$ cat config.mk
export PLATFORM = sky130hd
export DESIGN_NAME = rmq_sqrt_cell
export DESIGN_NICKNAME = d
export VERILOG_FILES = /design/src/rmq_pkg.sv /design/src/rmq_sqrt_cell.sv
export SDC_FILE = /design/constraint.sdc
export NUM_CORES = 1
export LEC_CHECK = 0
export ABC_AREA = 1
export BUFFER_PORTS_ARGS = -buffer_cell sky130_fd_sc_hd__buf_2
export CAP_MARGIN = 20
export CORE_MARGIN = 2
export CORE_UTILIZATION = 45
export DETAILED_ROUTE_END_ITERATION = 16
export GPL_TIMING_DRIVEN = 0
export PLACE_DENSITY = 0.79
export SYNTH_ARGS = -nofsm -noshare
export SYNTH_HDL_FRONTEND = slang
export SYNTH_SLANG_ARGS = --single-unit
$ cat constraint.sdc
create_clock -name clk -period 2.2 [get_ports clk]
set_input_delay 0.44 -clock clk [delete_from_list [all_inputs] [get_ports clk]]
set_output_delay 0.44 -clock clk [all_outputs]
set_load 0.01 [all_outputs]
$ cat src/rmq_pkg.sv
// ----------------------------------------------------------------------------
// rmq_pkg
// shared constants for the rotation matrix to quaternion datapath
// ----------------------------------------------------------------------------
package rmq_pkg;

  // quaternion components carried side by side through the cells (w, x, y, z)
  localparam int NUM_COMP = 4;
  // matrix elements per input transfer
  localparam int NUM_ELEM = 9;

endpackage

$ cat src/rmq_sqrt_cell.sv
// ----------------------------------------------------------------------------
// rmq_sqrt_cell
// one root bit of the digit-by-digit integer square root
// ----------------------------------------------------------------------------
module rmq_sqrt_cell import rmq_pkg::*; #(
  parameter int W = 16
) (
  input  logic                         clk,
  input  logic                         rst_n,
  input  logic                         adv,
  input  logic                         in_vld,
  input  logic [2*W-1:0]               in_rad,
  input  logic [W+1:0]                 in_rem,
  input  logic [W-1:0]                 in_root,
  input  logic [NUM_COMP*(W+2)-1:0]    in_comp,
  input  logic                         in_inv,
  output logic                         out_vld,
  output logic [2*W-1:0]               out_rad,
  output logic [W+1:0]                 out_rem,
  output logic [W-1:0]                 out_root,
  output logic [NUM_COMP*(W+2)-1:0]    out_comp,
  output logic                         out_inv
);

  logic [W+1:0] rem_sh, trial;
  logic         ge;

  logic                         vld_r;
  logic [2*W-1:0]               rad_r, rad_nxt;
  logic [W+1:0]                 rem_r, rem_nxt;
  logic [W-1:0]                 root_r, root_nxt;
  logic [NUM_COMP*(W+2)-1:0]    comp_r;
  logic                         inv_r;

  always_comb begin
    // bring down the next two radicand bits
    rem_sh   = {in_rem[W-1:0], in_rad[2*W-1 -: 2]};
    trial    = {in_root, 2'b01};
    ge       = (rem_sh >= trial);
    rem_nxt  = ge ? (rem_sh - trial) : rem_sh;
    root_nxt = {in_root[W-2:0], ge};
    rad_nxt  = {in_rad[2*W-3:0], 2'b00};
  end

  always_ff @(posedge clk) begin
    if (!rst_n) begin
      vld_r <= 1'b0;
    end else if (adv) begin
      vld_r <= in_vld;
    end
  end

  always_ff @(posedge clk) begin
    if (adv) begin
      rad_r  <= rad_nxt;
      rem_r  <= rem_nxt;
      root_r <= root_nxt;
      comp_r <= in_comp;
      inv_r  <= in_inv;
    end
  end

  assign out_vld  = vld_r;
  assign out_rad  = rad_r;
  assign out_rem  = rem_r;
  assign out_root = root_r;
  assign out_comp = comp_r;
  assign out_inv  = inv_r;

endmodule

== After elaboration in Yosys (flattened, before gate mapping) ==
Index checks and enable logic that the tools add are counted.
Word-level totals
  input bits: 143
  logic and storage cells: 9
  register bits after elaboration: 138
  output and inout port bits: 140
Cells by class
  order comparisons: 1
  muxes and demuxes: 1
  $add $sub $neg: 1
Operators with widths (count)
  >= comparator 18 bit: 1
  two-way mux 18 bit: 1
  subtractor 18 bit: 1

== Longest topological paths before layout ==
Gate-level depths: netlist (run 1).
  depth in word-level cells: 2
  depth in mapped cells: 14
  gate-level depth less buffers: 13

== Worst setup path before layout (run 1) ==
No wires, ideal clock.
  path type: input to register
  start: input port in_root[7]
  end: register rem_r[16] (netlist: out_rem[16]) (data pin)
  buffers on the path: 1
  setup time: 253 ps
  arrival: 1651 ps
  slack: 296 ps
  required time: 1947 ps
  cell stages on the path: 13
  cells stage by stage: inv_1 -> ha_1 -> nand2_1 -> nor2_1 -> and2_1 -> nand2_1 -> nand2_1 -> nand2_1 -> nand2_2 -> inv_2 -> buf_6 -> nand2_1 -> nand2_1
On the way
  word-level cells in the longest chain between the ends: 2
  elaborated cells between the ends (all ways): 3
  classes of those cells: 1 x add/sub; 1 x order compare; 1 x mux
Ends and longest elaborated chain
  from (decl): line rmq_sqrt_cell.sv:14  | input logic [W-1:0] in_root,
  subtractor 18 bit / >= comparator 18 bit (equally long branches): line rmq_sqrt_cell.sv:40, rmq_sqrt_cell.sv:39
  two-way mux 18 bit *: line rmq_sqrt_cell.sv:40  | rem_nxt = ge ? (rem_sh - trial) : rem_sh;
  net rem_nxt[16]: line rmq_sqrt_cell.sv:30  | logic [W+1:0] rem_r, rem_nxt;
  to (signal assigned): line rmq_sqrt_cell.sv:56  | rem_r <= rem_nxt;
  to (decl): line rmq_sqrt_cell.sv:30
The timed path passes the listed nets; every way through them passes the cells marked *.
A chain may end at the register's enable or synchronous reset.

== Worst setup path after layout (run 1) ==
  start: input port in_root[11]
  end: register rem_r[14] (netlist: out_rem[14]) (data pin)
The elaborated chain is that of the path after synthesis.

==> impl_results.md, run 1 <==
- Status: completed
- Comb power frac: about an eighth
- Final TNS setup: 0 ns
- Dpl hpwl: between 10000 and 15000 um
- # diodes: 0
- Die Area: between 10000 and 15000 um^2
- Routed len/inst: ~17 um
- FF-to-FF path depth: 2
- Final slew viol count: 0
- Final Hold Vio Count: 0
- Setup crit start kind: input pin
- Peak VDD IR: ~0.70 mV
- WL final: between 10000 and 15000 um
- Clk pin slew, worst setup/hold paths: roughly 0.060 ns
- Hold Startpoint: in_rad[22]
- Number of H-tree levels: 4
- Setup slack at placement: -0.0904 ns
- Worst Hold Class: in2reg
- Syn Std Cell Area: between 5000 and 6000 um^2
- Synth unique cells: 22
- WHS Endpoint: out_rad[24]$_DFFE_PP_
- Area post-placement: approximately 7100 um^2
- Clock Power Share: ~42%
- Port-buffer cells: around 280
- Capturing point of the worst reg2reg path: out_vld$_SDFFE_PN0P_
- Fmax: about 550 MHz
- Worst path slowest cell: ha_1
- GR Util All Layers: 22.0%
- Synth warnings: 0
- Vias per cell: roughly 4.8
- Post-CTS sizing: 0
- WHS Path Cells: 1
- Most frequent CP cell: nand2_1
- Syn avg cell area: 13.1 um^2
- Core Footprint: between 10000 and 15000 um^2
- Die Height: between 100 and 150 um
- Final Cycle Share: between 80% and 90%
- Sw Share: between 20% and 30%
- Top cell family by delay on the critical path: simple AND/OR/NAND/NOR gates
- Antenna Nets Post-Route: 0
- CTS Buf Count: 17
- Largest net degree at the start of global routing: 80
- Hold_buf cts: 0
- Filler cells: 930
- Vias in the first global route: 4114
- Total chip power: about 0.007 W
- Slew of the pin with the lowest slew margin: between 0.5 and 0.6 ns
- Clock sink count: around 140
- Worst EP required: between 2 and 2.5 ns
- NetSw: about 0.0017 W
- First-pass GRT wire length: about 21000 um
- Final Critical Period: 1.83 ns
- Critical-path cell list: buf_2, inv_1, ha_1, a21oi_1, nand2_1, a21oi_1, nand2_1, nand2_1, nand2_2, buf_4, nand3_1, nand2_1
- Drt initial violations: just over 300
- Worst skew pair latency: 0.41 ns
- DRC viols: 0
- Area grow syn2layout: 40.8%
- Final Setup Violations: 0
- Slew headroom: between 60 and 70%
- Starting Density: around 46%
- RSZ-0062 raised after global routing: false
- Leakage Power: roughly 3.7 nW
- Cell-internal power: about 0.0055 W
- Max_cap viols: 0
- CTS tree: built
- Chip Width: about 110 um
- Worst r2r src: out_vld$_SDFFE_PN0P_
- Clock tree buffer depth: 2
- Via count: roughly 4200
- Clock root cell: clkbuf_16
- Final setup margin: approximately 0.37 ns
- Row Count: 40
- I/O Pins: 283
- Max Clock Skew: 0 ns
- Critical Path End Type: register
- Crit path largest cell delay: 0.35 ns
- Pwr dens: just over 900 nW/um^2
- FF+latch count, synth: around 140
- # nets final: between 800 and 900
- Post-CTS Setup Bufs: 0
- Share of total power in sequential cells: between 40% and 50%
- Data arrival time of the worst path: slightly below 2 ns
- Synth Instances: roughly 420
- Global route total overflow: 0
- CP Max Fanout: 10
- Share of post-route cells with drive strength above 1: a little over two fifths
- Final instance area: between 7000 and 8000 um^2
- Initial antenna violation count: 0
- DRT Pass-1 Iters: 4
- FF-to-FF setup slack: roughly 1.6 ns
- GP Congestion: roughly 0.84
- Crit Path Category: in2reg
- Buffers and inverters on the worst path: 3
- Share of the yosys chip area belonging to registers: around 75%
[routing by layer]
metal | vias to the layer above | part of all wire (%) | global-route usage (%) | wire (um)
met4 | 2 | 2.4 | 8.70 | 356
met1 | 1988 | 37 | 24.2 | 5490
met5 | - | 0.15 | 0 | 23
li1 | 2008 | - | - | -
met2 | 163 | 53 | 39.6 | 7940
met3 | 21 | 7.0 | 6.93 | 1040
[power by group through the flow]
stage               logic (W)  clock network (W)  registers (W)
finish               0.000944            0.00304        0.00322
floorplan            0.000310                  0        0.00340
global placement     0.000926                  0        0.00327
detailed placement   0.000947                  0        0.00327
global route          0.00104            0.00321        0.00324
CTS                  0.000955            0.00311        0.00322
[synth_stat cells]
cell type / number / area (um^2)
dfxtp_1: 1 / 20.0
xor2_1: 8 / 70.1
ha_1: 18 / 225
o21ai_0: 8 / 40.0
and2_1: 1 / 6.26
nand3_1: 16 / 80.1
nor2_1: 14 / 52.6
nand2_1: 126 / 473
nand4_1: 2 / 12.5
nand3_2: 1 / 10.0
inv_2: 2 / 7.51
edfxtp_1: 137 / 4110
buf_4: 4 / 30.0
nor3_1: 2 / 10.0
nor2_2: 1 / 6.26
buf_6: 1 / 11.3
nand3b_1: 3 / 22.5
inv_1: 54 / 203
nand2_2: 2 / 12.5
conb_1: 1 / 3.75
xnor2_1: 1 / 8.76
a21oi_1: 15 / 75.1
[worst register-to-register path, cell delays in order, from the launching register on]
cell,delay [ns]
dfxtp_1,0.31
o21ai_0,0.15
a21oi_1,0.06
[layout by cell type (no fill, tap or decap)]
cell type   instances
buf_2             277
edfxtp_1          137
nand2_1           126
inv_1              54
ha_1               18
clkbuf_16          17
nand3_1            16
a21oi_1            15
nor2_1             14
o21ai_0             8
xor2_1              8
bufinv_16           5
buf_4               4
nand3b_1            3
nand2_2             2
inv_2               2
nand4_1             2
buf_6               2
nor3_1              2
conb_1              2
inv_6               2
clkinv_2            2
nor2_2              1
nand3_2             1
and2_1              1
xnor2_1             1
clkinv_4            1
clkbuf_1            1
clkinv_1            1
clkinvlp_4          1
buf_16              1
dfxtp_1             1
[layout make-up]
| type | count | area [um^2] | area share (%) |
|---|---|---|---|
| Buffer | 5 | 41.3 | 0.534 |
| Multi-Input combinational cell | 220 | 1110 | 14.4 |
| Clock inverter | 12 | 198 | 2.56 |
| Inverter | 56 | 210 | 2.72 |
| Tap cell | 147 | 184 | 2.38 |
| Timing Repair Buffer | 279 | 1430 | 18.4 |
| Clock buffer | 18 | 429 | 5.55 |
| Sequential cell | 138 | 4130 | 53.5 |
[worst max path at each step]
stage | from | endpoint | cells past startpoint
2_1_floorplan | in_root[7] | out_rem[16]$_DFFE_PP_ | 13
3_3_place_gp | adv | out_vld$_SDFFE_PN0P_ | 3
3_5_place_dp | in_root[11] | out_rem[8]$_DFFE_PP_ | 13
4_1_cts | in_root[11] | out_rem[8]$_DFFE_PP_ | 13
5_1_grt | in_root[11] | out_rem[16]$_DFFE_PP_ | 13
6_report | in_root[11] | out_rem[14]$_DFFE_PP_ | 12
[per-stage QoR]
stage / cells / hold WS, ns / utilization [%]
final: 875 / 0.203 / 64.7
after global routing: 875 / 0.179 / 64.7
after CTS: 875 / 0.180 / 64.7
after detailed placement: 845 / 0.540 / 59.4
after global placement: 844 / 0.533 / 59.1
after floorplan: 419 / 0.533 / -
[state kept, by name, indices dropped and copies added (netlist names)]
signal	flops
out_rem	18
out_rad	30
out_inv	1
out_vld	1
out_comp	72
out_root	16
[cell families after synthesis]
logic type	share of synthesized area, %
adder cells (fa/ha/maj)	4.10
AND/OR/NAND/NOR	12.5
buffers and inverters	4.58
other	0.0683
AO/OA/AOI/OAI	2.10
XOR/XNOR	1.43
flip-flops	75.2
Power figures use the tool's default switching activity.
==> inputs of run 2 (changes only) <==
--- a/config.mk
+++ b/config.mk
@@ -9,10 +9,10 @@
 export BUFFER_PORTS_ARGS = -buffer_cell sky130_fd_sc_hd__buf_2
 export CAP_MARGIN = 20
 export CORE_MARGIN = 2
-export CORE_UTILIZATION = 45
+export CORE_UTILIZATION = 41
 export DETAILED_ROUTE_END_ITERATION = 16
 export GPL_TIMING_DRIVEN = 0
-export PLACE_DENSITY = 0.79
+export PLACE_DENSITY = 0.76
 export SYNTH_ARGS = -nofsm -noshare
 export SYNTH_HDL_FRONTEND = slang
 export SYNTH_SLANG_ARGS = --single-unit
==> constraint.sdc (replaced) <==
create_clock -name clk -period 1.5 [get_ports clk]
set_input_delay 0.3 -clock clk [delete_from_list [all_inputs] [get_ports clk]]
set_output_delay 0.3 -clock clk [all_outputs]
set_load 0.01 [all_outputs]
==> run 2 against run 1 <==
Net effect:
- the flow now finishes with violations (setup timing)
- hold slack worse by 0.15 ns
- highest routed layer unchanged
- die area up 9.4%
- cell area up 10%
- sequential share of layout area is 5.0 points lower
==> impl_results.md, run 2 (same netlist as run 1, synthesis figures left out) <==
- Status: finished with violations
- Failing checks: setup timing
- Final Setup Violations: 16
- Clk pin slew, worst setup/hold paths: roughly 0.060 ns
- Fmax: approximately 650 MHz
- WL final: approximately 16000 um
- DRC viols: 0
- Worst skew pair latency: 0.42 ns
- FF-to-FF path depth: 2
- GR Util All Layers: 21.3%
- GP Congestion: 0.879
- Worst Hold Class: in2reg
- I/O Pins: 283
- Worst r2r src: out_vld$_SDFFE_PN0P_
- Port-buffer cells: ~280
- Routed len/inst: around 17 um
- Chip Width: between 100 and 150 um
- GR Util met2: 38.5%
- # nets final: approximately 890
- Final slew viol count: 0
- Leakage Power: approximately 3.9 nW
- Critical-path cell list: buf_6, inv_12, ha_4, nand2_4, nor2_2, nand2_2, nor2_2, a21oi_2, nand2_8, buf_8, nand2_2, o21ai_2
- Placed cells: slightly below 900
- Max Clock Skew: 0 ns
- Die Area: 14300 um^2
- RSZ-0062 raised after global routing: true
- Peak VDD IR: between 0.7 and 0.8 mV
- Antenna Nets Post-Route: 0
- Number of H-tree levels: 4
- Crit path largest cell delay: roughly 0.26 ns
- Initial antenna violation count: 3
- Dpl hpwl: between 10000 and 15000 um
- Largest net degree at the start of global routing: 94
- Via count: around 4300
- End-of-flow core utilization: between 60% and 70%
- FF-to-FF setup slack: between 0.8 and 0.9 ns
- Capturing point of the worst reg2reg path: out_vld$_SDFFE_PN0P_
- Worst EP required: 1.66 ns
- Pwr dens: about 1300 nW/um^2
- Met1 capacity usage during global routing: a little over a fifth
- Critical Path End Type: register
- CTS tree: built
- Drt initial violations: roughly 290
- Vias per cell: around 4.7
- Clock tree buffer depth: 2
- DRT Pass-1 Iters: 4
- Final Cycle Share: 103%
- Data arrival time of the worst path: between 1.5 and 2 ns
- Most common cell after layout, fill and taps aside: buf_2
- Global route total overflow: 0
- Clock root cell: clkbuf_16
- Starting Density: a little over two fifths
- Area grow syn2layout: 55.4%
- CP Max Fanout: 7
- Row Count: 42
- Setup crit start kind: input pin
- Clock sink count: approximately 140
- Share of post-route cells with drive strength above 1: 57.5%
- CTS Buf Count: 17
- Final cell count without fillers: a little over 900
- Worst path slowest cell: a21oi_2
- Max_cap viols: 0
- Final Hold Vio Count: 0
- Core Footprint: ~13000 um^2
- Commonest cells after routing, fill and taps aside: buf_2, edfxtp_1, nand2_1, inv_1, nand2_2
- End point of the critical path: out_rem[1]$_DFFE_PP_
- Final setup margin: -0.0454 ns
- Die Height: 120 um
- Number of flip-flops in the largest register: just over 70
- Final Critical Period: 1.55 ns
- Crit Path Category: in2reg
- Final TNS setup: -0.314 ns
- Met3 Use GR: under 10%
- First-pass GRT wire length: between 20000 and 25000 um
- Vias in the first global route: about 4100
- Gr busiest metal: met2
- Crit. Startpoint: in_root[8]
## run 2: cell count changes in the layout (fill, tap and decap cells not counted), sizes merged
cell / change
buf: +10
clkbuf: +3
inv: +3
bufinv: -2
clkinvlp: +1
diode: +1
## run 2: cell type report
class / count / area [um^2]
fillers: 977 / 4650
repair inverters: 2 / 17.5
clock inverters: 12 / 163
clock buffers: 20 / 447
repair buffers: 291 / 1640
inverters: 56 / 270
plain buffers: 4 / 45.0
multi-input cells: 220 / 1600
flip-flops and latches: 138 / 4130
diodes: 1 / 2.50
well taps: 176 / 220
## run 2: power breakdown
| part | internal [W] | switching, W | leakage, nW | total (W) |
|---|---|---|---|---|
| clock network | 0.00268 | 0.00161 | 0.292 | 0.00429 |
| logic | 0.000785 | 0.00103 | 2.26 | 0.00181 |
| registers | 0.00463 | 0.0000758 | 1.35 | 0.00471 |
| total | 0.00810 | 0.00271 | 3.90 | 0.0108 |
## run 2: worst min path at each step
stage                     slack (ns)  cells after the start         from                endpoint
after floorplan                 0.39                      1          adv    out_vld$_SDFFE_PN0P_
after global placement          0.48                      1   in_comp[5]   out_comp[5]$_DFFE_PP_
after detailed placement        0.48                      1  in_comp[57]  out_comp[57]$_DFFE_PP_
after CTS                       0.03                      1  in_comp[41]  out_comp[41]$_DFFE_PP_
after global routing            0.03                      1  in_comp[41]  out_comp[41]$_DFFE_PP_
final                           0.06                      1   in_comp[4]   out_comp[4]$_DFFE_PP_
## run 2: stage by stage
| stage | instance area, um^2 | hold slack (ns) | power [W] | setup WS, ns |
|---|---|---|---|---|
| after floorplan | 5790 | 0.393 | 0.00555 | -0.169 |
| after global placement | 7410 | 0.477 | 0.00629 | -1.37 |
| after detailed placement | 7440 | 0.478 | 0.00633 | -0.553 |
| after CTS | 8110 | 0.0279 | 0.0107 | -0.00475 |
| after global routing | 8540 | 0.0303 | 0.0112 | -0.0969 |
| final | 8540 | 0.0561 | 0.0108 | -0.0454 |
## run 2: what timing repair did
action,CTS,global route
gates cloned,1,3
gates resized for setup,11,92
pin swaps,3,35
hold buffers,0,0
buffers inserted,2,8
setup endpoints to repair,18,18
## run 2: worst max-delay path, delay by kind of cell
| family | cells | cell delay [ns] |
|---|---|---|
| compound gates | 2 | 0.31 |
| buf+inv | 3 | 0.32 |
| simple gates | 6 | 0.52 |
| fa+ha+maj | 1 | 0.25 |
## run 2: layer usage
layer	up-vias	share of wire, %
li1	2045	-
met1	2030	35
met2	196	54
met3	41	7.9
met4	4	3.2
met5	-	0.14
==> inputs of run 3 (changes only) <==
--- a/config.mk
+++ b/config.mk
@@ -9,10 +9,12 @@
 export BUFFER_PORTS_ARGS = -buffer_cell sky130_fd_sc_hd__buf_2
 export CAP_MARGIN = 20
 export CORE_MARGIN = 2
-export CORE_UTILIZATION = 41
+export CORE_UTILIZATION = 35
+export CTS_CLUSTER_SIZE = 14
 export DETAILED_ROUTE_END_ITERATION = 16
 export GPL_TIMING_DRIVEN = 0
-export PLACE_DENSITY = 0.76
+export PLACE_DENSITY = 0.67
+export SKIP_CTS_REPAIR_TIMING = 1
 export SYNTH_ARGS = -nofsm -noshare
 export SYNTH_HDL_FRONTEND = slang
 export SYNTH_SLANG_ARGS = --single-unit
==> run 3 against run 2 <==
Net effect:
- the flow still finishes with violations (setup timing)
- routed wire length shrank 0.63%
- cell area shrank 0.82%
- first-iteration DRC count shrank 18%
- utilization shrank 9.2 points
- highest routed layer is now met4
==> impl_results.md, run 3 (same netlist as run 1, synthesis figures left out) <==
- DRC viols: 0
- Status: finished with violations
- Critical Path End Type: register
- FF-to-FF setup slack: ~0.85 ns
- # nets final: 890
- Global route total overflow: 0
- Hold WS: 0.0567 ns
- Max Clock Skew: 0 ns
- Final slew viol count: 0
- Failing checks: setup timing
- FF-to-FF path depth: 2
- CP Max Fanout: 7
- Dpl hpwl: approximately 12000 um
- Chip Width: 129 um
- Vias in the first global route: approximately 4100
- Crit. Startpoint: in_root[11]
- GP Congestion: 0.858
- Pwr dens: around 1200 nW/um^2
- Setup crit start kind: input pin
- Data arrival time of the worst path: around 1.7 ns
- Worst Hold Class: in2reg
- DRT Pass-1 Iters: 6
- End point of the critical path: out_rem[11]$_DFFE_PP_
- Crit Path Category: in2reg
- Commonest cells after routing, fill and taps aside: buf_2, edfxtp_1, nand2_1, inv_1, nand2_2
- Clk pin slew, worst setup/hold paths: 0.07 ns
- Final Hold Vio Count: 0
- Worst EP required: 1.66 ns
- Leakage Power: 3.84 nW
- Peak VDD IR: 0.800 mV
- Die Height: 129 um
- Antenna Nets Post-Route: 0
- Port-buffer cells: ~280
- Initial antenna violation count: 1
- GR Util All Layers: 17.6%
- Most common cell after layout, fill and taps aside: buf_2
- Final Setup Violations: 17
- Worst skew pair latency: between 0.4 and 0.5 ns
- Vias per cell: between 4 and 5
- Final Cycle Share: 103%
- Area grow syn2layout: 54.1%
- Number of H-tree levels: 4
- I/O Pins: between 200 and 300
- Row Count: 45
- CTS Buf Count: 17
- Capturing point of the worst reg2reg path: out_vld$_SDFFE_PN0P_
- Core Footprint: about 15000 um^2
- Largest net degree at the start of global routing: 91
- Number of flip-flops in the largest register: between 70 and 80
- Final setup margin: -0.0375 ns
- Via count: between 4000 and 5000
- Share of post-route cells with drive strength above 1: between 50% and 60%
- Drt initial violations: 234
- Final Critical Period: 1.54 ns
- Clock sink count: 138
- Total chip power: between 0.01 and 0.015 W
- CTS tree: built
- Fmax: approximately 650 MHz
- WL final: around 16000 um
- Starting Density: ~36%
- Clock tree buffer depth: 2
- RSZ-0062 raised after global routing: true
- Clock root cell: clkbuf_16
- Routed len/inst: approximately 16 um
- Max_cap viols: 0
- Die Area: 16700 um^2
- Worst r2r src: out_vld$_SDFFE_PN0P_
- First-pass GRT wire length: 21700 um
## run 3: metal layers
metal	track usage, %	up-vias	share of wire [%]
met5	0	-	0
met2	32.3	167	53
met1	17.9	2034	36
li1	-	2052	-
met4	8.38	0	3.0
met3	5.78	32	7.5
## run 3: cell type report
type | instances | area (um^2)
Inverter | 56 | 268
Sequential cell | 138 | 4130
Antenna cell | 3 | 7.51
Buffer | 5 | 56.3
Multi-Input combinational cell | 220 | 1560
Timing Repair Buffer | 291 | 1620
Fill cell | 1262 | 6790
Clock buffer | 17 | 425
Tap cell | 211 | 264
Clock inverter | 15 | 129
## run 3: where the power goes
part           leakage [nW]  switching, W  internal [W]  total (W)
Combinational          2.23      0.000993      0.000764    0.00176
Sequential             1.35     0.0000758       0.00463    0.00471
Clock                 0.261       0.00172       0.00217    0.00389
## run 3: worst max-delay path: stages
cell	delay (ns)
buf_8	0.08
inv_4	0.03
ha_4	0.29
nand2_4	0.07
nor2_4	0.14
and2_4	0.17
nand2_4	0.06
nand2_4	0.07
nand2_4	0.06
nand2_8	0.12
inv_8	0.05
buf_8	0.14
nand2_2	0.05
nand2_1	0.05
## run 3: worst min-delay path by stage
stage	start	to	slack [ns]	cells after the start
floorplan	adv	out_vld$_SDFFE_PN0P_	0.39	1
finish	in_comp[62]	out_comp[62]$_DFFE_PP_	0.06	1
detailed placement	in_rad[3]	out_rad[5]$_DFFE_PP_	0.48	1
CTS	in_comp[23]	out_comp[23]$_DFFE_PP_	0.04	1
global placement	in_comp[57]	out_comp[57]$_DFFE_PP_	0.48	1
global route	in_comp[2]	out_comp[2]$_DFFE_PP_	0.04	1
## run 3: per-stage QoR
step	worst slack (ns)	setup TNS (ns)	cells	cell area, um^2	util [%]
2_1_floorplan	-0.169	-2.88	419	5790	-
3_3_place_gp	-1.48	-200.90	908	7450	48.8
3_5_place_dp	-0.550	-12.57	909	7480	49.0
4_1_cts	-0.111	-1.38	941	8040	52.7
5_1_grt	-0.0684	-1.02	953	8460	55.4
6_report	-0.0375	-0.429	956	8470	55.5
