<file path="config.mk">
export PLATFORM = sky130hd
export DESIGN_NAME = rmq_div_cell
export DESIGN_NICKNAME = d
export VERILOG_FILES = /design/src/rmq_pkg.sv /design/src/rmq_div_cell.sv
export SDC_FILE = /design/constraint.sdc
export NUM_CORES = 1
export LEC_CHECK = 0
export ABC_CLOCK_PERIOD_IN_PS = 5800
export BUFFER_PORTS_ARGS = -buffer_cell sky130_fd_sc_hd__buf_2
export CAP_MARGIN = 20
export CORE_UTILIZATION = 40
export CTS_CLUSTER_SIZE = 24
export DETAILED_ROUTE_END_ITERATION = 8
export PLACE_DENSITY = 0.66
export SLEW_MARGIN = 20
export SYNTH_ARGS = -nofsm -noshare
export SYNTH_HDL_FRONTEND = slang
export SYNTH_SLANG_ARGS = --single-unit
</file>
<file path="constraint.sdc">
create_clock -name clk -period 5.8 [get_ports clk]
set_input_delay 1.74 -clock clk [delete_from_list [all_inputs] [get_ports clk]]
set_output_delay 1.74 -clock clk [all_outputs]
set_load 0.01 [all_outputs]
</file>
<file path="src/rmq_pkg.sv">
// ----------------------------------------------------------------------------
// rmq_pkg
// shared constants for the rotation matrix to quaternion datapath
// ----------------------------------------------------------------------------
package rmq_pkg;

  // quaternion components carried side by side through the cells (w, x, y, z)
  localparam int NUM_COMP = 4;
  // matrix elements per input transfer
  localparam int NUM_ELEM = 9;

endpackage

</file>
<file path="src/rmq_div_cell.sv">
// ----------------------------------------------------------------------------
// rmq_div_cell
// one quotient bit of restoring division, four components in parallel
// ----------------------------------------------------------------------------
module rmq_div_cell import rmq_pkg::*; #(
  parameter int W = 16,
  parameter int K = 0
) (
  input  logic                         clk,
  input  logic                         rst_n,
  input  logic                         adv,
  input  logic                         in_vld,
  input  logic [W:0]                   in_den,
  input  logic [NUM_COMP*2*W-1:0]      in_rem,
  input  logic [NUM_COMP*W-1:0]        in_quo,
  input  logic [NUM_COMP-1:0]          in_neg,
  input  logic [NUM_COMP-1:0]          in_ovf,
  input  logic                         in_inv,
  output logic                         out_vld,
  output logic [W:0]                   out_den,
  output logic [NUM_COMP*2*W-1:0]      out_rem,
  output logic [NUM_COMP*W-1:0]        out_quo,
  output logic [NUM_COMP-1:0]          out_neg,
  output logic [NUM_COMP-1:0]          out_ovf,
  output logic                         out_inv
);

  logic [2*W:0] dsh;
  logic [2*W:0] rem_x;
  logic         ge;

  logic                         vld_r;
  logic [W:0]                   den_r;
  logic [NUM_COMP*2*W-1:0]      rem_r, rem_nxt;
  logic [NUM_COMP*W-1:0]        quo_r, quo_nxt;
  logic [NUM_COMP-1:0]          neg_r, ovf_r;
  logic                         inv_r;

  always_comb begin
    dsh = (2*W+1)'(in_den) << K;
    rem_nxt = in_rem;
    quo_nxt = in_quo;
    rem_x   = '0;
    ge      = 1'b0;
    for (int l = 0; l < NUM_COMP; l++) begin
      rem_x = {1'b0, in_rem[l*2*W +: 2*W]};
      ge    = (rem_x >= dsh);
      if (ge) begin
        rem_nxt[l*2*W +: 2*W] = (2*W)'(rem_x - dsh);
      end
      quo_nxt[l*W + K] = ge;
    end
  end

  always_ff @(posedge clk) begin
    if (!rst_n) begin
      vld_r <= 1'b0;
    end else if (adv) begin
      vld_r <= in_vld;
    end
  end

  always_ff @(posedge clk) begin
    if (adv) begin
      den_r <= in_den;
      rem_r <= rem_nxt;
      quo_r <= quo_nxt;
      neg_r <= in_neg;
      ovf_r <= in_ovf;
      inv_r <= in_inv;
    end
  end

  assign out_vld = vld_r;
  assign out_den = den_r;
  assign out_rem = rem_r;
  assign out_quo = quo_r;
  assign out_neg = neg_r;
  assign out_ovf = ovf_r;
  assign out_inv = inv_r;

endmodule

</file>
### After elaboration in Yosys (flattened, before gate mapping)

Cells that the tools add are included.

| storage, ports and cells | value |
|---|---|
| register bits after elaboration | 219 |
| input port bits | 222 |
| output and inout bits | 219 |
| logic and storage cells | 19 |

| operators by class | value |
|---|---|
| $add $sub $neg | 4 |
| magnitude comparators | 4 |
| mux-type cells | 4 |

Operators with widths:

| kind | number |
|---|---|
| $ge A32 B17 Y1 | 4 |
| $mux W32 | 4 |
| $sub A32 B17 Y32 | 4 |

### Longest topological paths before layout

Gate-level depths: netlist of the first run.

| depth | value |
|---|---|
| word-level depth | 2 |
| depth in mapped cells | 13 |
| gate-level depth less buffers | 12 |

### Least setup slack after synthesis of the first run

Ideal clock, no wire load.

| timing path | value |
|---|---|
| kind | input to register |
| from | input in_rem[64] |
| to | register rem_r[91], in the netlist out_rem[91] (data pin) |
| setup time | 0.266 ns |
| data arrival time | 4.112 ns |
| required time | 5.534 ns |
| path slack | 1.422 ns |
| stages on the path | 12 |
| buffers on the path | 1 |
| cells stage by stage | inv_1 ha_1 fa_1 nand2b_1 a21oi_1 o21ai_0 o211ai_1 a21boi_1 clkbuf_1 or4_1 nor3_1 xor2_1 |

| on the way | value |
|---|---|
| cells in the longest elaborated chain, start to end | 2 |
| elaborated cells on any way between the ends | 3 |
| classes of those cells | 1 x add/sub; 1 x order compare; 1 x mux |

RTL lines:

| element | line | text |
|---|---|---|
| from (decl) | rmq_div_cell.sv:14 | `input logic [NUM_COMP*2*W-1:0] in_rem,` |
| $sub A32 B17 Y32 or $ge A32 B17 Y1 (tied branches) | rmq_div_cell.sv:49, rmq_div_cell.sv:47 |  |
| $mux W32 * | rmq_div_cell.sv:48 | `if (ge) begin` |
| net rem_nxt[91] | rmq_div_cell.sv:34 | `logic [NUM_COMP*2*W-1:0] rem_r, rem_nxt;` |
| to (signal assigned) | rmq_div_cell.sv:66 | `rem_r <= rem_nxt;` |
| to (decl) | rmq_div_cell.sv:34 |  |

The timed path passes the listed nets; every way through them passes the cells marked *.
A chain may end at the register's enable or synchronous reset.

### Final worst setup path of the first run

| timing path | value |
|---|---|
| from | input in_den[10] |
| to | register rem_r[17], in the netlist out_rem[17] (data pin) |

| on the way | value |
|---|---|
| cells in the longest elaborated chain, start to end | 2 |
| elaborated cells on any way between the ends | 3 |
| classes of those cells | 1 x add/sub; 1 x order compare; 1 x mux |

RTL lines:

| element | line | text |
|---|---|---|
| from (decl) | rmq_div_cell.sv:13 | `input logic [W:0] in_den,` |
| $ge A32 B17 Y1 | rmq_div_cell.sv:47 | `ge = (rem_x >= dsh);` |
| net quo_nxt[0] | rmq_div_cell.sv:35 | `logic [NUM_COMP*W-1:0] quo_r, quo_nxt;` |
| $mux W32 | rmq_div_cell.sv:48 |  |
| net rem_nxt[17] | rmq_div_cell.sv:34 |  |

The timed path passes the listed nets, and every way through them passes these cells.

==> summary.md, run 1 <==
| Metric | Value |
|---|---|
| Status | `completed` |
| Logic pwr share | `roughly a fifth` |
| Leading area contributor after synthesis | `edfxtp_1` |
| Most frequent cells after synthesis | `edfxtp_1, nand2_1, o21ai_0` |
| Sink Count | `219` |
| Max_cap viols | `0` |
| CP Data Required Time | `around 6 ns` |
| Minimum clock period | `between 4 and 5 ns` |
| Hold buffer count at CTS | `0` |
| Post-synthesis mux area share | `0.249%` |
| Synth Area in Simple Gates | `~14%` |
| Fill cells | `2,736` |
| CTS Buf Count | `25` |
| Vias | `between 10,000 and 15,000` |
| Net Count, Synth | `approximately 1,400` |
| Drt first-iter violations | `between 600 and 700` |
| Sw Ratio | `between 20 and 30%` |
| Setup CP Type | `in -> reg` |
| Final hold violation count | `0` |
| Drt drc | `0` |
| # rows | `63` |
| Ys flop type | `edfxtp_1` |
| DRT Pass-1 Iters | `5` |
| Wire per inst | `around 19 microns` |
| Top-count cell post-synth | `edfxtp_1` |
| Die area | `between 30,000 and 40,000 sq um` |
| Worst Skew | `0 ns` |
| Yosys cell types | `68` |
| Post-route ant nets | `0` |
| XOR/XNOR Fraction of Synth Area | `7.92%` |
| Cell internal pwr | `3.27 mW` |
| Vias in the first global route | `9,558` |
| Syn Area/Cell | `between 10 and 15 sq um` |
| Clock share of power | `between 30 and 40%` |
| Max Root-Sink Buffers | `3` |
| Worst slew pin tran | `0.890 ns` |
| Post-synth top area share | `between 50% and 60%` |
| Port Buf Inserts | `436` |
| Global placement routability congestion | `just under 0.9` |
| Syn-to-layout area delta | `28.7%` |
| Layout cell share with drive strength beyond 1 | `about a third` |
| Post-CTS setup buffers | `0` |
| CORE AREA | `29,600 sq um` |
| Fin Setup TNS | `0 ns` |
| Largest family of logic cells by synthesized area | `simple AND/OR/NAND/NOR gates` |
| # IOs | `441` |
| Clk slew on worst S/H paths | `~0.060 ns` |
| Unrepaired setup endpoints after global routing | `false` |
| Count of flip-flops with a built-in enable after synthesis | `approximately 220` |
| Clock latency on the worst-skew pair | `between 0.5 and 0.6 ns` |
| Nets | `approximately 1,800` |
| Die height | `roughly 180 microns` |
| First-pass GRT wire length | `54,000 microns` |
| Register bit total from synthesis | `219` |
| Die X-Extent | `around 180 microns` |
| Period utilization | `between 80% and 90%` |
| Max FO, Critical Path | `12` |
| Pwr/cell area | `around 290 nW/um^2` |
| Total gr overflow | `0` |
| Endpoints failing setup | `0` |
| Starting density of the core | `between 40% and 50%` |
| Synth Instances | `roughly 1,100` |
| CP Capture Type | `flop` |
| Post-Syn Area | `12,000 sq um` |
| Yosys warns | `0` |
| H-tree Lvls | `1` |
| P_sw | `about 1.2 mW` |
| Post-CTS Resized | `0` |
| Top cells by area, synth | `edfxtp_1, ha_1, xor2_1` |
| Initial antenna violation count | `4` |
| Gr usage total | `between 20% and 30%` |
| Hold Slack | `0.527 ns` |
| DR vias/cell | `~5.3` |
| Sequential Power Share | `44.2%` |
| Worst min path class | `reg -> reg` |
| Core Util, Final | `a little over half` |
| Worst EP arrival | `5.05 ns` |
| Sequential fraction of the synthesis area | `a little over half` |
| Leakage | `between 6 and 7 nW` |
| Fmax achieved | `around 210 MHz` |
| CTS tree | `built` |
| Clk root buf | `clkbuf_16` |
| CP Launch Type | `primary input` |
| Compound-cell area share of the yosys netlist | `about an eighth` |
| Ys async rst share | `0%` |
| Post-synthesis adder-cell area fraction | `between 7 and 8%` |
| Relative slew slack | `between 30% and 40%` |
| Max Slew Vio Count | `0` |
| HPWL after DPL | `27,800 microns` |
| Largest net degree at the start of global routing | `around 100` |
| Max VDD drop | `around 0.20 mV` |
| Wirelength, routed | `roughly 37,000 microns` |
power groups by stage:
stage	clock network, mW	logic, mW	registers [mW]
after floorplan	0	0.390	2.12
after global placement	0	0.902	2.02
after detailed placement	0	0.916	2.02
after CTS	1.62	0.921	1.99
after global routing	1.68	1.01	2.00
final	1.59	0.919	1.99
layout by cell type (no fill, tap or decap), types with 5 or more instances in the layout:
| cell type | synthesis | routed |
|---|---|---|
| nand4_1 | 14 | 14 |
| nand2b_1 | 17 | 17 |
| nor4_1 | 12 | 12 |
| a31oi_1 | 7 | 7 |
| nor2_1 | 52 | 52 |
| nand2_1 | 133 | 133 |
| clkbuf_16 | 0 | 25 |
| buf_4 | 0 | 5 |
| nor2b_1 | 8 | 8 |
| edfxtp_1 | 218 | 218 |
| a211oi_1 | 11 | 11 |
| clkinv_2 | 0 | 5 |
| ha_1 | 68 | 68 |
| or3_1 | 10 | 10 |
| and2_1 | 7 | 7 |
| xnor2_1 | 42 | 42 |
| a21oi_1 | 65 | 65 |
| inv_1 | 41 | 41 |
| xor2_1 | 67 | 67 |
| o21ai_0 | 110 | 110 |
| or4_1 | 8 | 8 |
| nor3_1 | 25 | 25 |
| buf_2 | 2 | 435 |
| a21o_1 | 18 | 18 |
| nor4b_1 | 5 | 5 |
| o31ai_1 | 7 | 7 |
| o211ai_1 | 7 | 7 |
| clkinv_1 | 0 | 5 |
| o21a_1 | 5 | 5 |
| nand3_1 | 16 | 16 |
final cells by class:
type | instances | area [sq um] | share of cell area (%)
Clock buffer | 29 | 641 | 4.13
Timing Repair Buffer | 442 | 2250 | 14.5
Inverter | 43 | 166 | 1.07
Antenna cell | 3 | 7.51 | 0.0484
Tap cell | 390 | 488 | 3.15
Sequential cell | 219 | 6570 | 42.4
Multi-Input combinational cell | 784 | 5220 | 33.7
Clock inverter | 14 | 164 | 1.06
cells by family (layout without fill, tap and decap cells):
group / after synthesis / in the layout
XOR/XNOR: 109 / 109
AND/OR/NAND/NOR: 337 / 337
flip-flops: 219 / 219
multiplexers: 3 / 3
other: 0 / 3
buffers and inverters: 69 / 528
adder cells (fa/ha/maj): 72 / 72
AO/OA/AOI/OAI: 263 / 263
flip-flops by register name, indices dropped and copies added, names as in the netlist:
name	count
out_den	17
out_inv	1
out_neg	4
out_ovf	4
out_quo	64
out_rem	128
out_vld	1
metrics by stage:
stage          power [mW]  setup WS (ns)  cell area [sq um]  cells
2_1_floorplan        2.51           1.42              12000   1072
3_3_place_gp         2.92          0.644              14700   1878
3_5_place_dp         2.94          0.565              14700   1878
4_1_cts              4.53           1.12              15500   1921
5_1_grt              4.69          0.681              15500   1923
6_report             4.50           1.01              15500   1924
routing by layer:
metal | GRT usage, % | vias to the layer above | share of wire [%]
met4 | 7.83 | 4 | 3.2
met2 | 39.4 | 398 | 49
met3 | 5.26 | 73 | 7.6
met1 | 28.2 | 4783 | 40
met5 | 0 | - | 0.074
li1 | - | 4891 | -
worst max-delay path: stages:
cell       delay [ns]
buf_2            0.11
inv_1            0.31
ha_1             0.36
and3_1           0.23
and3_1           0.17
a2111oi_0        0.76
a21oi_1          0.34
nor3_4           0.49
inv_2            0.16
nand2_1          0.14
a211oi_1         0.07
xor2_1           0.16
path summary, 6_finish.rpt:
kind | start | end | slack (ns) | depth (start not counted)
worst max-delay path | in_den[10] | out_rem[17] | 1.01 | 12
worst min-delay path | out_vld | out_vld | 0.53 | 2
worst max register to register | out_vld | out_vld | 5.20 | 2
worst min register to register | out_vld | out_vld | 0.53 | 2
Power figures use the tool's default switching activity.
==> inputs of run 2 (changes only) <==
--- a/config.mk
+++ b/config.mk
@@ -5,7 +5,7 @@
 export SDC_FILE = /design/constraint.sdc
 export NUM_CORES = 1
 export LEC_CHECK = 0
-export ABC_CLOCK_PERIOD_IN_PS = 5800
+export ABC_CLOCK_PERIOD_IN_PS = 4700
 export BUFFER_PORTS_ARGS = -buffer_cell sky130_fd_sc_hd__buf_2
 export CAP_MARGIN = 20
 export CORE_UTILIZATION = 40
==> constraint.sdc (replaced) <==
create_clock -name clk -period 4.7 [get_ports clk]
set_input_delay 1.41 -clock clk [delete_from_list [all_inputs] [get_ports clk]]
set_output_delay 1.41 -clock clk [all_outputs]
set_load 0.01 [all_outputs]
==> run 2 against run 1 <==
Clock skew unchanged; critical endpoint unchanged; largest power group unchanged; core utilization increased by 0.25 points; register-to-register slack got worse by 1.1 ns; sequential share of layout area decreased by 0.20 points.
==> summary.md, run 2 (synthesis results as in run 1) <==
| Metric | Value |
|---|---|
| Max Slew Vio Count | `0` |
| Post-CTS Resized | `0` |
| Setup CP Type | `in -> reg` |
| Fin area | `approximately 16,000 sq um` |
| Reg2reg path depth | `2` |
| Vias in the first global route | `between 9,000 and 10,000` |
| Worst Skew | `0 ns` |
| Clk slew on worst S/H paths | `~0.060 ns` |
| # rows | `63` |
| Max FO, Critical Path | `5` |
| Nets | `1,823` |
| Wirelength, routed | `~36,000 microns` |
| Drt drc | `0` |
| Place WS | `~0.073 ns` |
| Pwr/cell area | `349 nW/um^2` |
| Global placement routability congestion | `around 0.88` |
| Minimum clock period | `~4.1 ns` |
| Die area | `between 30,000 and 40,000 sq um` |
| Fmax achieved | `about 250 MHz` |
| Diodes inserted | `0` |
| Worst EP arrival | `between 4 and 5 ns` |
| Fin Setup TNS | `0 ns` |
| CORE AREA | `between 20,000 and 30,000 sq um` |
| Sink Count | `219` |
| R2R setup slack | `just over 4 ns` |
| Endpoints failing setup | `0` |
| Unrepaired setup endpoints after global routing | `false` |
| CTS Buf Count | `26` |
| Placed inst area | `roughly 15,000 sq um` |
| Worst slew pin tran | `around 0.67 ns` |
| Period utilization | `~86%` |
| Layout cell share with drive strength beyond 1 | `33.1%` |
| Non-Filler Instances | `between 1,500 and 2,000` |
| Max Root-Sink Buffers | `3` |
| Die height | `between 150 and 200 microns` |
| Initial antenna violation count | `0` |
| Most frequent cells in the layout | `buf_2, edfxtp_1, nand2_1, o21ai_0, ha_1` |
| Hold_sp | `out_vld` |
| Die X-Extent | `between 150 and 200 microns` |
| Hold buffer count at CTS | `0` |
| CP Capture Type | `flop` |
| CP Data Required Time | `slightly below 5 ns` |
| Capturing point of the worst reg2reg path | `out_vld` |
| Max VDD drop | `approximately 0.23 mV` |
| Vias | `10,100` |
| Relative slew slack | `a little under three fifths` |
| FF-to-FF Start | `out_vld` |
| Wire per inst | `between 15 and 20 microns` |
| Gr usage total | `22.9%` |
| Worst min path class | `reg -> reg` |
| HPWL after DPL | `approximately 28,000 microns` |
| Final hold violation count | `0` |
| # IOs | `441` |
| Leakage | `~6.6 nW` |
| Total gr overflow | `0` |
| Commonest non-fill, non-tap cell in the layout | `buf_2` |
| CP Launch Type | `primary input` |
| Port Buf Inserts | `around 440` |
| Drt first-iter violations | `roughly 540` |
| Final worst slack | `0.641 ns` |
| Hold depth | `2` |
| Starting density of the core | `40.6%` |
| Max_cap viols | `0` |
| First-pass GRT wire length | `54,500 microns` |
| Worst min-delay path endpoint | `out_vld` |
| DRT Pass-1 Iters | `7` |
| CTS tree | `built` |
| Syn-to-layout area delta | `29.3%` |
| DR vias/cell | `5.21` |
| Post-route ant nets | `0` |
| Status | `completed` |
| Clk root buf | `clkbuf_16` |
| H-tree Lvls | `1` |
| Post-CTS setup buffers | `0` |
| Cell Count Post-Placement | `~1,900` |
| Worst Setup SP | `in_den[11]` |
| Clock latency on the worst-skew pair | `around 0.52 ns` |
| Largest net degree at the start of global routing | `~80` |
| Number of flip-flops in the largest register | `between 100 and 150` |
-- run 2: cell types whose count changed in the layout (fill, tap and decap cells not counted) --
cell and delta:
buf_4 +13, bufinv_16 -4, clkbuf_1 -3, clkbuf_16 +2
clkinv_1 +3, clkinv_2 +1, clkinv_4 +2, clkinvlp_4 +3
diode_2 -3, inv_6 +1
-- run 2: power breakdown --
part | switching, mW | internal [mW] | total (mW) | leakage (nW)
combinational | 0.682 | 0.457 | 1.14 | 4.04
sequential | 0.0467 | 2.41 | 2.45 | 2.14
clock | 0.808 | 1.04 | 1.85 | 0.383
-- run 2: layout make-up --
class	count	area, sq um
Clock buffer	28	679
Clock inverter	20	109
Fill cell	2760	14100
Inverter	43	166
Multi-Input combinational cell	784	5220
Sequential cell	219	6570
Tap cell	390	488
Timing Repair Buffer	455	2350
-- run 2: worst max-delay path by stage --
stage	endpoint	slack, ns
2_1_floorplan	out_rem[91]	0.65
3_3_place_gp	out_rem[25]	0.14
3_5_place_dp	out_rem[17]	0.07
4_1_cts	out_rem[17]	0.64
5_1_grt	out_rem[17]	0.44
6_report	out_rem[17]	0.64
-- run 2: stage by stage --
step	total power, mW	util (%)	hold slack, ns
floorplan	3.10	-	0.538
global placement	3.62	49.9	0.491
detailed placement	3.64	49.9	0.510
CTS	5.50	52.6	0.523
global route	5.70	52.6	0.551
finish	5.44	52.6	0.519
-- run 2: worst max-delay path: stages --
cell	delay (ns)
buf_2	0.11
inv_1	0.30
ha_1	0.37
and3_1	0.25
and3_1	0.17
a2111oi_0	0.55
buf_4	0.22
a21oi_1	0.14
nor3_4	0.30
inv_2	0.13
nand2_1	0.14
a211oi_1	0.08
xor2_1	0.16
-- run 2: routing by layer --
metal	vias up	GRT usage (%)	share of wire [%]
li1	4927	-	-
met4	0	6.56	2.6
met5	-	0	0
met3	57	4.46	6.9
met1	4740	28.8	41
met2	380	39.9	49
==> inputs of run 3 (changes only) <==
--- a/config.mk
+++ b/config.mk
@@ -5,7 +5,7 @@
 export SDC_FILE = /design/constraint.sdc
 export NUM_CORES = 1
 export LEC_CHECK = 0
-export ABC_CLOCK_PERIOD_IN_PS = 4700
+export ABC_CLOCK_PERIOD_IN_PS = 4400
 export BUFFER_PORTS_ARGS = -buffer_cell sky130_fd_sc_hd__buf_2
 export CAP_MARGIN = 20
 export CORE_UTILIZATION = 40
==> constraint.sdc (replaced) <==
create_clock -name clk -period 4.4 [get_ports clk]
set_input_delay 1.32 -clock clk [delete_from_list [all_inputs] [get_ports clk]]
set_output_delay 1.32 -clock clk [all_outputs]
set_load 0.01 [all_outputs]
==> run 3 against run 2 <==
Flip-flop and latch count unchanged; critical path depth decreased by 3; worst hold slack got worse by 0.0023 ns; core utilization grew 0.64 points.
==> summary.md, run 3 (synthesis results as in run 1) <==
| Metric | Value |
|---|---|
| Status | `completed` |
| CORE AREA | `29,600 sq um` |
| Drt drc | `0` |
| DR vias/cell | `5.19` |
| Pwr/cell area | `~380 nW/um^2` |
| Die X-Extent | `approximately 180 microns` |
| CP Capture Type | `flop` |
| Final hold violation count | `0` |
| Max_cap viols | `0` |
| Total gr overflow | `0` |
| Post-route ant nets | `0` |
| CP Data Required Time | `4.67 ns` |
| Global placement routability congestion | `~0.9` |
| Critical path's slowest cell | `a31oi_1` |
| # IOs | `around 440` |
| Period utilization | `between 80% and 90%` |
| Layout cell share with drive strength beyond 1 | `between 30% and 40%` |
| Fmax achieved | `255 MHz` |
| Setup CP Type | `in -> reg` |
| Drt first-iter violations | `504` |
| HPWL after DPL | `around 28,000 microns` |
| Die area | `about 31,000 sq um` |
| Endpoints failing setup | `0` |
| Fill cells | `between 2,000 and 3,000` |
| Minimum clock period | `3.92 ns` |
| FF+latch area | `roughly 6600 sq um` |
| Clk slew on worst S/H paths | `0.06 ns` |
| First-pass GRT wire length | `~54,000 microns` |
| Most frequent cells in the layout | `buf_2, edfxtp_1, nand2_1, o21ai_0, ha_1` |
| Sink Count | `219` |
| Delay-heaviest family, CP | `compound AO/OA/AOI/OAI gates` |
| Initial antenna violation count | `2` |
| Area occupied by multi-input gates | `~5200 sq um` |
| Worst min path class | `reg -> reg` |
| Wirelength, routed | `around 36,000 microns` |
| Nets | `between 1,500 and 2,000` |
| Worst EP arrival | `roughly 4.2 ns` |
| Hold Slack | `0.516 ns` |
| Core Util, Final | `between 50 and 60%` |
| Wire per inst | `18.7 microns` |
| Relative slew slack | `between 50% and 60%` |
| Starting density of the core | `40.6%` |
| Unrepaired setup endpoints after global routing | `false` |
| Vias in the first global route | `9,680` |
| Diodes inserted | `0` |
| CTS Buf Count | `26` |
| CP Launch Type | `primary input` |
| Worst Skew | `0 ns` |
| Crit path buf inv count | `2` |
| Largest net degree at the start of global routing | `80` |
| Syn-to-layout area delta | `30.9%` |
| Max VDD drop | `0.274 mV` |
| Max Root-Sink Buffers | `3` |
| Commonest non-fill, non-tap cell in the layout | `buf_2` |
| Clock latency on the worst-skew pair | `between 0.5 and 0.6 ns` |
| Hold buffer count at CTS | `0` |
| Worst slew pin tran | `a little under 0.7 ns` |
| Gr usage total | `22.9%` |
| H-tree Lvls | `1` |
| CTS tree | `built` |
| Max Slew Vio Count | `0` |
| Number of flip-flops in the largest register | `~130` |
| Post-CTS Resized | `0` |
| CP peak stage delay | `0.61 ns` |
| # rows | `63` |
| Port Buf Inserts | `436` |
| Leakage | `between 6 and 7 nW` |
| Max FO, Critical Path | `7` |
| Die height | `~180 microns` |
| Worst path cell trace | `buf_2, inv_1, ha_1, a21oi_1, o21ai_0, a31oi_1, o21ai_0, a31oi_1, nand4_1, xnor2_1` |
| DRT Pass-1 Iters | `5` |
| Clk root buf | `clkbuf_16` |
| Post-CTS setup buffers | `0` |
| Vias | `just over 10,000` |
[run 3: through the flow]
stage	setup WS (ns)	TNS, ns	std cells	power [mW]	instance area [sq um]
2_1_floorplan	0.442	0	1072	3.31	12000
3_3_place_gp	-0.0454	-0.208	1906	3.88	14900
3_5_place_dp	-0.0808	-0.634	1906	3.90	14900
4_1_cts	0.488	0	1952	6.08	15800
5_1_grt	0.303	0	1952	6.29	15800
6_report	0.477	0	1952	6.02	15800
[run 3: final cells by class]
type                            count  share of cell area (%)
Inverter                           43                    1.06
Clock buffer                       29                    4.33
Sequential cell                   219                    41.6
Tap cell                          390                    3.09
Multi-Input combinational cell    784                    33.1
Timing Repair Buffer              470                    15.7
Clock inverter                     17                    1.08
[run 3: final timing paths]
path                            startpoint          end  slack (ns)  cells after the start
worst max register to register     out_vld      out_vld        3.82                      2
worst min register to register     out_vld      out_vld        0.52                      2
worst max-delay path             in_den[1]  out_rem[59]        0.48                     10
worst min-delay path               out_vld      out_vld        0.52                      2
[run 3: worst reg2reg max path, stage by stage (launching register included)]
cell     delay (ns)
dfxtp_1        0.31
mux2i_1        0.12
nor2b_1        0.06
[run 3: power by group]
group	total, mW	internal (mW)	switching, mW	leakage [nW]
clock	2.16	1.29	0.872	0.415
sequential	2.62	2.57	0.0500	2.14
combinational	1.23	0.502	0.731	4.12
total	6.02	4.36	1.65	6.68
[run 3: per-layer routing]
metal / share of wire (%) / GRT usage [%] / wire (microns) / vias to the layer above
li1: - / - / - / 4948
met1: 41 / 28.8 / 14900 / 4743
met2: 49 / 39.4 / 17900 / 371
met3: 7.0 / 4.48 / 2560 / 58
met4: 2.8 / 7.39 / 1030 / 4
met5: 0.074 / 0 / 27 / -
